$ cat src/rtl/fir_ps_pkg.sv
`timescale 1ns / 1ps
`default_nettype none
// ----------------------------------------------------------------------------
// fir_ps_pkg
// Shared widths, request and register codes, and divider status type for the
// per-tap scaled FIR filter.
// ----------------------------------------------------------------------------
package fir_ps_pkg;

    // Default sizing
    localparam int MAX_TAPS_DEF     = 32;
    localparam int SAMPLE_WIDTH_DEF = 16;

    // Fixed field widths
    localparam int COEF_W    = 32;
    localparam int OUT_W     = 32;
    localparam int SCALE_W   = 31;
    localparam int TAPS_W    = 6;
    localparam int TAP_IDX_W = 5;
    localparam int CFG_IDX_W = 1;
    localparam int CFG_W     = SCALE_W;

    // Default product width (coefficient times sample)
    localparam int PROD_W_DEF = COEF_W + SAMPLE_WIDTH_DEF;

    // Request codes
    localparam logic REQ_FILTER = 1'b0;
    localparam logic REQ_COEF   = 1'b1;

    // Configuration register indexes
    localparam logic [CFG_IDX_W-1:0] CFG_SCALE = 1'b0;
    localparam logic [CFG_IDX_W-1:0] CFG_TAPS  = 1'b1;

    // Reset values
    localparam logic [SCALE_W-1:0] SCALE_RST = SCALE_W'(1);
    localparam logic [TAPS_W-1:0]  TAPS_RST  = TAPS_W'(32);

    // Divider status seen by the sequencer
    typedef struct packed {
        logic busy;
        logic done;
    } div_status_t;

endpackage : fir_ps_pkg
`default_nettype wire

$ cat src/rtl/fir_filter_per_tap_scaled.sv
`timescale 1ns / 1ps
`default_nettype none
// ----------------------------------------------------------------------------
// fir_filter_per_tap_scaled
// Direct-form FIR over a circular delay line, each tap product divided by a
// programmable scale before accumulation.
// ----------------------------------------------------------------------------
// A coefficient item (req_type 1) writes one tap and gives no result. A
// sample item (req_type 0) stores the sample, walks the n active taps one at
// a time through a single multiplier and a shared bit-serial divider, and
// gives one result; the divider, at one quotient bit per cycle, sets the time
// that it takes. in_stall is high while a sample item is in work; a finished
// result waits in the output register while the next item is taken. The
// delay line reads as zero after reset through per-entry valid bits;
// coefficients must be written before use.
// ----------------------------------------------------------------------------
module fir_filter_per_tap_scaled
    import fir_ps_pkg::*;
#(
    parameter int MAX_TAPS     = MAX_TAPS_DEF,
    parameter int SAMPLE_WIDTH = SAMPLE_WIDTH_DEF
)
(
    input  wire logic                           clk,
    input  wire logic                           rst_n,
    // configuration
    input  wire logic                           cfg_wr_en,
    input  wire logic        [CFG_IDX_W-1:0]    cfg_index,
    input  wire logic        [CFG_W-1:0]        cfg_data,
    // input items
    input  wire logic                           in_valid,
    output logic                                in_stall,
    input  wire logic                           req_type,
    input  wire logic        [TAP_IDX_W-1:0]    tap_index,
    input  wire logic signed [COEF_W-1:0]       coefficient_value,
    input  wire logic signed [SAMPLE_WIDTH-1:0] sample_value,
    // result items
    output logic                                out_valid,
    input  wire logic                           out_stall,
    output logic signed [OUT_W-1:0]             filter_output
);

    localparam int PTR_W  = $clog2(MAX_TAPS);
    localparam int CNT_W  = $clog2(MAX_TAPS + 1);
    localparam int PROD_W = COEF_W + SAMPLE_WIDTH;

    typedef enum logic [2:0] {
        S_IDLE,
        S_READ,
        S_MUL,
        S_DIV,
        S_WAIT,
        S_PUSH
    } state_t;

    // Control and datapath registers
    state_t                    state_reg,    state_next;
    logic [SCALE_W-1:0]        scale_reg,    scale_next;
    logic [TAPS_W-1:0]         taps_reg,     taps_next;
    logic [PTR_W-1:0]          wp_reg,       wp_next;
    logic [MAX_TAPS-1:0]       vld_reg,      vld_next;
    logic [CNT_W-1:0]          n_reg,        n_next;
    logic [PTR_W-1:0]          i_reg,        i_next;
    logic [PTR_W-1:0]          k_reg,        k_next;
    logic                      samp_vld_reg, samp_vld_next;
    logic signed [PROD_W-1:0]  prod_reg,     prod_next;
    logic [OUT_W-1:0]          acc_reg,      acc_next;
    logic                      out_vld_reg,  out_vld_next;
    logic [OUT_W-1:0]          out_dat_reg,  out_dat_next;

    // Memories and their registered read data
    logic signed [COEF_W-1:0]       coef_mem  [MAX_TAPS];
    logic signed [SAMPLE_WIDTH-1:0] delay_mem [MAX_TAPS];
    logic signed [COEF_W-1:0]       coef_rd_reg;
    logic signed [SAMPLE_WIDTH-1:0] samp_rd_reg;
    logic signed [SAMPLE_WIDTH-1:0] samp_op;

    // Strobes
    logic                 accept;
    logic                 coef_wr;
    logic                 samp_wr;
    logic                 rd_en;
    logic                 div_start;
    logic                 tap_ok;
    logic [PTR_W-1:0]     coef_addr;
    logic [CNT_W-1:0]     n_cur;
    logic [PTR_W-1:0]     p_cur;
    logic [CNT_W-1:0]     p_inc;
    logic                 last_tap;
    logic [OUT_W-1:0]     div_quot;
    div_status_t          div_st;

    // Active taps: zero acts as one, above depth saturates
    always_comb
    begin
        if (taps_reg == '0)
            n_cur = CNT_W'(1);
        else if (32'(taps_reg) > 32'(MAX_TAPS))
            n_cur = CNT_W'(MAX_TAPS);
        else
            n_cur = CNT_W'(taps_reg);
    end

    // Pointer wraps to zero if the ring shrank under it
    assign p_cur     = (CNT_W'(wp_reg) >= n_cur) ? '0 : wp_reg;
    assign p_inc     = CNT_W'(p_cur) + CNT_W'(1);
    assign tap_ok    = (32'(tap_index) < 32'(MAX_TAPS));
    assign coef_addr = PTR_W'(tap_index);
    assign last_tap  = ((CNT_W'(i_reg) + CNT_W'(1)) == n_reg);
    assign samp_op   = samp_vld_reg ? samp_rd_reg : '0;

    assign accept    = in_valid && (state_reg == S_IDLE);
    assign coef_wr   = accept && (req_type == REQ_COEF) && tap_ok;
    assign samp_wr   = accept && (req_type == REQ_FILTER);
    assign rd_en     = (state_reg == S_READ);
    assign div_start = (state_reg == S_DIV);

    // Sequencer
    always_comb
    begin
        state_next    = state_reg;
        scale_next    = scale_reg;
        taps_next     = taps_reg;
        wp_next       = wp_reg;
        vld_next      = vld_reg;
        n_next        = n_reg;
        i_next        = i_reg;
        k_next        = k_reg;
        samp_vld_next = samp_vld_reg;
        prod_next     = prod_reg;
        acc_next      = acc_reg;
        out_vld_next  = out_vld_reg;
        out_dat_next  = out_dat_reg;

        // configuration writes
        if (cfg_wr_en)
        begin
            case (cfg_index)
                CFG_SCALE: scale_next = cfg_data[SCALE_W-1:0];
                CFG_TAPS:  taps_next  = cfg_data[TAPS_W-1:0];
                default:   ;
            endcase
        end

        // result taken downstream
        if (out_vld_reg && !out_stall)
            out_vld_next = 1'b0;

        case (state_reg)
            S_IDLE:
            begin
                if (samp_wr)
                begin
                    vld_next[p_cur] = 1'b1;
                    wp_next    = (p_inc >= n_cur) ? '0 : PTR_W'(p_inc);
                    n_next     = n_cur;
                    i_next     = '0;
                    k_next     = p_cur;
                    acc_next   = '0;
                    state_next = S_READ;
                end
            end
            S_READ:
            begin
                samp_vld_next = vld_reg[k_reg];
                state_next    = S_MUL;
            end
            S_MUL:
            begin
                prod_next  = PROD_W'(coef_rd_reg) * PROD_W'(samp_op);
                state_next = S_DIV;
            end
            S_DIV:
            begin
                state_next = S_WAIT;
            end
            S_WAIT:
            begin
                if (div_st.done)
                begin
                    acc_next = acc_reg + div_quot;
                    if (last_tap)
                        state_next = S_PUSH;
                    else
                    begin
                        i_next     = i_reg + PTR_W'(1);
                        k_next     = (k_reg == '0) ? PTR_W'(n_reg - CNT_W'(1))
                                                   : k_reg - PTR_W'(1);
                        state_next = S_READ;
                    end
                end
            end
            S_PUSH:
            begin
                if (!out_vld_reg || !out_stall)
                begin
                    out_vld_next = 1'b1;
                    out_dat_next = acc_reg;
                    state_next   = S_IDLE;
                end
            end
            default:
            begin
                state_next = S_IDLE;
            end
        endcase
    end

    always_ff @(posedge clk or negedge rst_n)
    begin
        if (!rst_n)
        begin
            state_reg    <= S_IDLE;
            scale_reg    <= SCALE_RST;
            taps_reg     <= TAPS_RST;
            wp_reg       <= '0;
            vld_reg      <= '0;
            n_reg        <= CNT_W'(1);
            i_reg        <= '0;
            k_reg        <= '0;
            samp_vld_reg <= 1'b0;
            prod_reg     <= '0;
            acc_reg      <= '0;
            out_vld_reg  <= 1'b0;
            out_dat_reg  <= '0;
        end
        else
        begin
            state_reg    <= state_next;
            scale_reg    <= scale_next;
            taps_reg     <= taps_next;
            wp_reg       <= wp_next;
            vld_reg      <= vld_next;
            n_reg        <= n_next;
            i_reg        <= i_next;
            k_reg        <= k_next;
            samp_vld_reg <= samp_vld_next;
            prod_reg     <= prod_next;
            acc_reg      <= acc_next;
            out_vld_reg  <= out_vld_next;
            out_dat_reg  <= out_dat_next;
        end
    end

    // Coefficient and delay-line memories, registered reads
    always_ff @(posedge clk)
    begin
        if (coef_wr)
            coef_mem[coef_addr] <= coefficient_value;
        if (samp_wr)
            delay_mem[p_cur] <= sample_value;
        if (rd_en)
        begin
            coef_rd_reg <= coef_mem[i_reg];
            samp_rd_reg <= delay_mem[k_reg];
        end
    end

    // Shared divider
    fir_ps_div #(
        .DIVIDEND_W (PROD_W)
    ) u_div (
        .clk      (clk),
        .rst_n    (rst_n),
        .start    (div_start),
        .dividend (prod_reg),
        .divisor  (scale_reg),
        .quotient (div_quot),
        .status   (div_st)
    );

    assign in_stall      = (state_reg != S_IDLE);
    assign out_valid     = out_vld_reg;
    assign filter_output = out_dat_reg;

endmodule : fir_filter_per_tap_scaled
`default_nettype wire

$ cat src/rtl/fir_ps_div.sv
`timescale 1ns / 1ps
`default_nettype none
// ----------------------------------------------------------------------------
// fir_ps_div
// Shared radix-2 restoring divider: signed dividend over positive divisor,
// quotient truncated toward zero, low 32 bits returned. One bit per cycle.
// ----------------------------------------------------------------------------
module fir_ps_div
    import fir_ps_pkg::*;
#(
    parameter int DIVIDEND_W = PROD_W_DEF
)
(
    input  wire logic                         clk,
    input  wire logic                         rst_n,
    input  wire logic                         start,
    input  wire logic signed [DIVIDEND_W-1:0] dividend,
    input  wire logic        [SCALE_W-1:0]    divisor,
    output logic             [OUT_W-1:0]      quotient,
    output div_status_t                       status
);

    localparam int CNT_W = $clog2(DIVIDEND_W + 1);

    logic                  busy_reg,  busy_next;
    logic                  done_reg,  done_next;
    logic [CNT_W-1:0]      cnt_reg,   cnt_next;
    logic                  neg_reg,   neg_next;
    logic [DIVIDEND_W-1:0] mag_reg,   mag_next;   // dividend in, quotient out
    logic [SCALE_W-1:0]    rem_reg,   rem_next;
    logic [SCALE_W-1:0]    dvs_reg,   dvs_next;

    logic [SCALE_W:0]      rem_shift;
    logic [SCALE_W:0]      rem_diff;
    logic                  q_bit;
    logic [OUT_W-1:0]      q_low;

    // One restoring step: shift in next dividend bit, trial subtract
    assign rem_shift = {rem_reg, mag_reg[DIVIDEND_W-1]};
    assign rem_diff  = rem_shift - {1'b0, dvs_reg};
    assign q_bit     = (rem_shift >= {1'b0, dvs_reg});

    always_comb
    begin
        busy_next = busy_reg;
        done_next = 1'b0;
        cnt_next  = cnt_reg;
        neg_next  = neg_reg;
        mag_next  = mag_reg;
        rem_next  = rem_reg;
        dvs_next  = dvs_reg;
        if (start)
        begin
            busy_next = 1'b1;
            cnt_next  = CNT_W'(DIVIDEND_W);
            neg_next  = dividend[DIVIDEND_W-1];
            mag_next  = dividend[DIVIDEND_W-1] ? (~dividend + DIVIDEND_W'(1))
                                               : dividend;
            rem_next  = '0;
            // divisor of zero acts as one
            dvs_next  = (divisor == '0) ? SCALE_W'(1) : divisor;
        end
        else if (busy_reg)
        begin
            mag_next = {mag_reg[DIVIDEND_W-2:0], q_bit};
            rem_next = q_bit ? rem_diff[SCALE_W-1:0] : rem_shift[SCALE_W-1:0];
            cnt_next = cnt_reg - CNT_W'(1);
            if (cnt_reg == CNT_W'(1))
            begin
                busy_next = 1'b0;
                done_next = 1'b1;
            end
        end
    end

    always_ff @(posedge clk or negedge rst_n)
    begin
        if (!rst_n)
        begin
            busy_reg <= 1'b0;
            done_reg <= 1'b0;
            cnt_reg  <= '0;
            neg_reg  <= 1'b0;
            mag_reg  <= '0;
            rem_reg  <= '0;
            dvs_reg  <= SCALE_W'(1);
        end
        else
        begin
            busy_reg <= busy_next;
            done_reg <= done_next;
            cnt_reg  <= cnt_next;
            neg_reg  <= neg_next;
            mag_reg  <= mag_next;
            rem_reg  <= rem_next;
            dvs_reg  <= dvs_next;
        end
    end

    // Restore sign on the low word of the quotient
    assign q_low       = mag_reg[OUT_W-1:0];
    assign quotient    = neg_reg ? (~q_low + OUT_W'(1)) : q_low;
    assign status.busy = busy_reg;
    assign status.done = done_reg;

endmodule : fir_ps_div
`default_nettype wire

$ cat config.mk
export PLATFORM = sky130hd
export DESIGN_NAME = fir_filter_per_tap_scaled
export DESIGN_NICKNAME = d
export VERILOG_FILES = /design/src/rtl/fir_ps_pkg.sv /design/src/rtl/fir_filter_per_tap_scaled.sv /design/src/rtl/fir_ps_div.sv
export SDC_FILE = /design/constraint.sdc
export NUM_CORES = 2
export LEC_CHECK = 0
export ABC_AREA = 1
export BUFFER_PORTS_ARGS = -buffer_cell sky130_fd_sc_hd__clkbuf_2
export CAP_MARGIN = 0
export CORE_ASPECT_RATIO = 1.25
export CORE_UTILIZATION = 30
export DETAILED_ROUTE_END_ITERATION = 10
export GPL_TIMING_DRIVEN = 0
export SLEW_MARGIN = 20
export SYNTH_ARGS = -nofsm -noshare
export SYNTH_HDL_FRONTEND = slang
export SYNTH_SLANG_ARGS = --single-unit
$ cat constraint.sdc
create_clock -name clk -period 10.1 [get_ports clk]
set_clock_uncertainty 0.15 [all_clocks]
set_input_delay 2.02 -clock clk [delete_from_list [all_inputs] [get_ports clk]]
set_output_delay 2.02 -clock clk [all_outputs]
set_load 0.01 [all_outputs]
==> flow_summary.yaml <==
sta:
  slew-limit-headroom_pct: 21.1
  layout_worst_path_cycle_share_pct: 82.1
  timing_hold_violations_final: 0
  setup-violations-final: 0
  fmax_mhz: 121
  slew_at_the_pin_closest_to_its_max_slew_limit_ps: 1180
  rsz_0062_raised_after_global_routing: "no"
  finalSetupTns_ps: 0
  final_period_minus_worst_setup_slack_ps: 8290
  finalMaxSlewViolations: 0
synthesis:
  yosysTopAreaCellShare_pct: 47.2
  post_synth_inst_count: 9929
  postSynth.asyncResetShare_pct: 17.1
  ys_ff_latch: 1910
  top_cells_by_area_in_the_synthesized_netlist: "sky130_fd_sc_hd__edfxtp_1, sky130_fd_sc_hd__fa_1, sky130_fd_sc_hd__dfrtp_1, sky130_fd_sc_hd__nand2_1, sky130_fd_sc_hd__nor2_1"
  synth.yosys.warnings: 0
  synthMostInstantiatedCell: "sky130_fd_sc_hd__nand2_1"
  dominantRegCellSynth: "sky130_fd_sc_hd__edfxtp_1"
  syn_area_um2: 101000
  synth_cell_type_count: 55
  post_synth_edffs: 1584
  synth_area_leader_cell: "sky130_fd_sc_hd__edfxtp_1"
  ys_seq_area_share_pct: 55.3
  synth.cells.most_frequent: "sky130_fd_sc_hd__nand2_1, sky130_fd_sc_hd__edfxtp_1, sky130_fd_sc_hd__nor2_1"
  postSynthAreaPerCell_um2: 10.2
  syn_nets: 10705
clocking:
  ctsHoldBuffers: 0
  cts_tree: "built"
  tritoncts_num_sinks: 1910
  cts_bufs_inserted: 202
  worstSkewPairLatency_ps: 920
  post_cts_resize_count: 0
  htree_num_levels: 4
  clock_tree.root_cell: "sky130_fd_sc_hd__clkbuf_16"
  path_clk_slew_ps: 60
  clk_path_buf_depth: 4
  cts.repair_timing.setup_buffer_count: 0
critical_path:
  worst_path_largest_cell_delay_ps: 620
  startpoint: "samp_vld_reg"
  critPathBufInv: 8
  critical_path_required_ps: 10690
  critPathKind: "flip-flop to flip-flop"
  cp_max_fo: 10
  timing.critical_path.depth: 25
  timing.reg2reg.worst_path_depth: 25
  timing.reg2reg.setup_slack_ps: 1810
  timing.critical_path.slowest_stage_cell: "sky130_fd_sc_hd__clkbuf_1"
  worst_setup_path_start_kind: "flip-flop"
  worstSetupEndpoint: "prod_reg[38]"
  worst_r2r_startpoint: "samp_vld_reg"
  critPathArrivalTime_ps: 8880
  cp_top_family: "adder cells"
  end_kind: "flip-flop"
  reg2reg_to: "prod_reg[38]"
  cp_common_cell: "sky130_fd_sc_hd__fa_1"
final_layout:
  final_core_utilization_pct: 34.6
  regMostFlops: "coef_mem"
  largest_register_ff_count: 1024
  fill_cell_count: 33567
  nets: 11108
  area_growth_syn_to_layout_pct: 14.6
  layout.area.seq_um2: 55700
  proportion_of_layout_cells_with_a_drive_suffix_above_1_pct: 7.48
  biggestRegsByFlops: "coef_mem (1024), delay_mem (512)"
  multiInputGateArea_um2: 38800
pwr:
  cellPowerDensity_nw_per_um2: 141
  power_leakage_uw: 0.0471
  worst_ir_drop_vdd_v: 0.000168
place:
  gpl.final_weighted_congestion: 0.952
  place_hpwl_mm: 246
  portBuffers: 124
routing:
  violation_count_after_the_first_detailed_route_iteration: 8184
  detailedRoute.firstPassIterationCount: 6
  totalWireLength_mm: 337
  route.detailed.wl_per_inst_um: 22.6
  dr_total_vias: 75774
  vias_per_cell: 5.08
  antenna_violation_net_count_after_detailed_routing: 0
  detail_route.drc_violations: 0
global_routing:
  globalRoute.totalOverflow: 0
  grt_antenna_before_repair: 14
  grt_first_pass_wirelength_mm: 490
  first_global_vias: 74296
  globalRouteTotalUtil_pct: 19.4
  pin_count_of_the_biggest_net_entering_global_routing: 86
floorplanning:
  fp.dieArea_um2: 339000
  die_width_um: 521
  core_region_area_um2: 334000
  initial_util_pct: 30.2
  die_boundary_height_um: 650
  row_count: 237
  io-pin-count: 125
hold_path:
  hold_path.class: "flip-flop to flip-flop"
status:
  run_status: "completed"
flow_run:
  timing.max_cap.violations: 0
worst reg2reg max path: stages, from the launching register on:
cell	delay [ps]
sky130_fd_sc_hd__dfrtp_1	320
sky130_fd_sc_hd__clkbuf_1	340
sky130_fd_sc_hd__clkbuf_1	520
sky130_fd_sc_hd__nand2_1	310
sky130_fd_sc_hd__inv_1	280
sky130_fd_sc_hd__clkbuf_1	620
sky130_fd_sc_hd__nand2_1	170
sky130_fd_sc_hd__fa_1	570
sky130_fd_sc_hd__fa_1	520
sky130_fd_sc_hd__fa_1	530
sky130_fd_sc_hd__inv_1	60
sky130_fd_sc_hd__fa_1	490
sky130_fd_sc_hd__fa_1	490
sky130_fd_sc_hd__inv_1	50
sky130_fd_sc_hd__fa_1	580
sky130_fd_sc_hd__inv_1	70
sky130_fd_sc_hd__ha_1	450
sky130_fd_sc_hd__nand2_1	150
sky130_fd_sc_hd__nor2_1	260
sky130_fd_sc_hd__inv_1	70
sky130_fd_sc_hd__nor3_1	430
sky130_fd_sc_hd__nand4_1	350
sky130_fd_sc_hd__nand3_1	180
sky130_fd_sc_hd__nand2_1	60
sky130_fd_sc_hd__nand3_1	100
sky130_fd_sc_hd__nand2_1	60
metrics by stage:
stage	setup WS (ps)	hold slack (ps)	area, um^2	power (uW)	cells
after global placement	-807	285	107000	8970	14474
final	1810	302	116000	16400	14918
after CTS	1930	303	116000	16400	14912
after detailed placement	1930	287	109000	8990	14549
after global routing	1420	325	116000	16700	14913
after floorplan	3890	271	101000	8790	9929
routing by layer:
metal | vias to the layer above | global-route usage (%) | part of all wire (%)
met5 | - | 0 | 0.033
met4 | 16 | 10.3 | 5.9
met3 | 848 | 3.21 | 8.0
met2 | 3588 | 32.8 | 48
met1 | 37129 | 23.8 | 38
li1 | 34193 | - | -
kinds of logic (layout without fill, tap and decap cells):
logic type      Yosys count  in the layout  share of synthesized area, %
fa+ha+maj               685            685                          12.1
mux                      39             39                         0.434
other cells               0              6                             0
xor+xnor                 80             80                         0.695
compound gates         1784           1784                          10.1
flops                  1910           1910                          55.3
buf+inv                1709           2271                          6.58
simple gates           3722           3722                          14.8
final cells by class:
type                    count  area share [%]
clock buffers             255            4.69
well taps                4421            4.78
diodes                      6          0.0130
flip-flops and latches   1910            48.2
inverters                1241            4.03
plain buffers             468            1.71
repair buffers            199            1.97
clock inverters           108            1.02
multi-input cells        6310            33.6
how the worst min path moves through the flow:
stage,start,endpoint,slack (ps),depth (start not counted)
6_report,vld_reg[18],vld_reg[18],300,2
5_1_grt,vld_reg[8],vld_reg[8],320,1
4_1_cts,vld_reg[18],vld_reg[18],300,2
3_5_place_dp,vld_reg[18],vld_reg[18],290,2
3_3_place_gp,vld_reg[17],vld_reg[17],280,2
2_1_floorplan,vld_reg[18],vld_reg[18],270,2
placed cells by master, fill, tap and decap left out, drive strengths merged, types with 80 or more instances in the layout:
master,n
nand4,80
fa,488
nand2,1833
nor2,1386
buf,213
o22ai,352
nand3,329
o21ai,983
ha,197
clkbuf,709
clkinv,84
o221ai,129
a21oi,201
inv,1239
edfxtp,1584
dfrtp,322
power by group:
part	total [uW]	internal [uW]	switching (uW)
Clock	7530	4300	3230
Combinational	246	48.3	198
Sequential	8580	8560	24.2
Note: power is estimated with default switching activity, not from simulation.
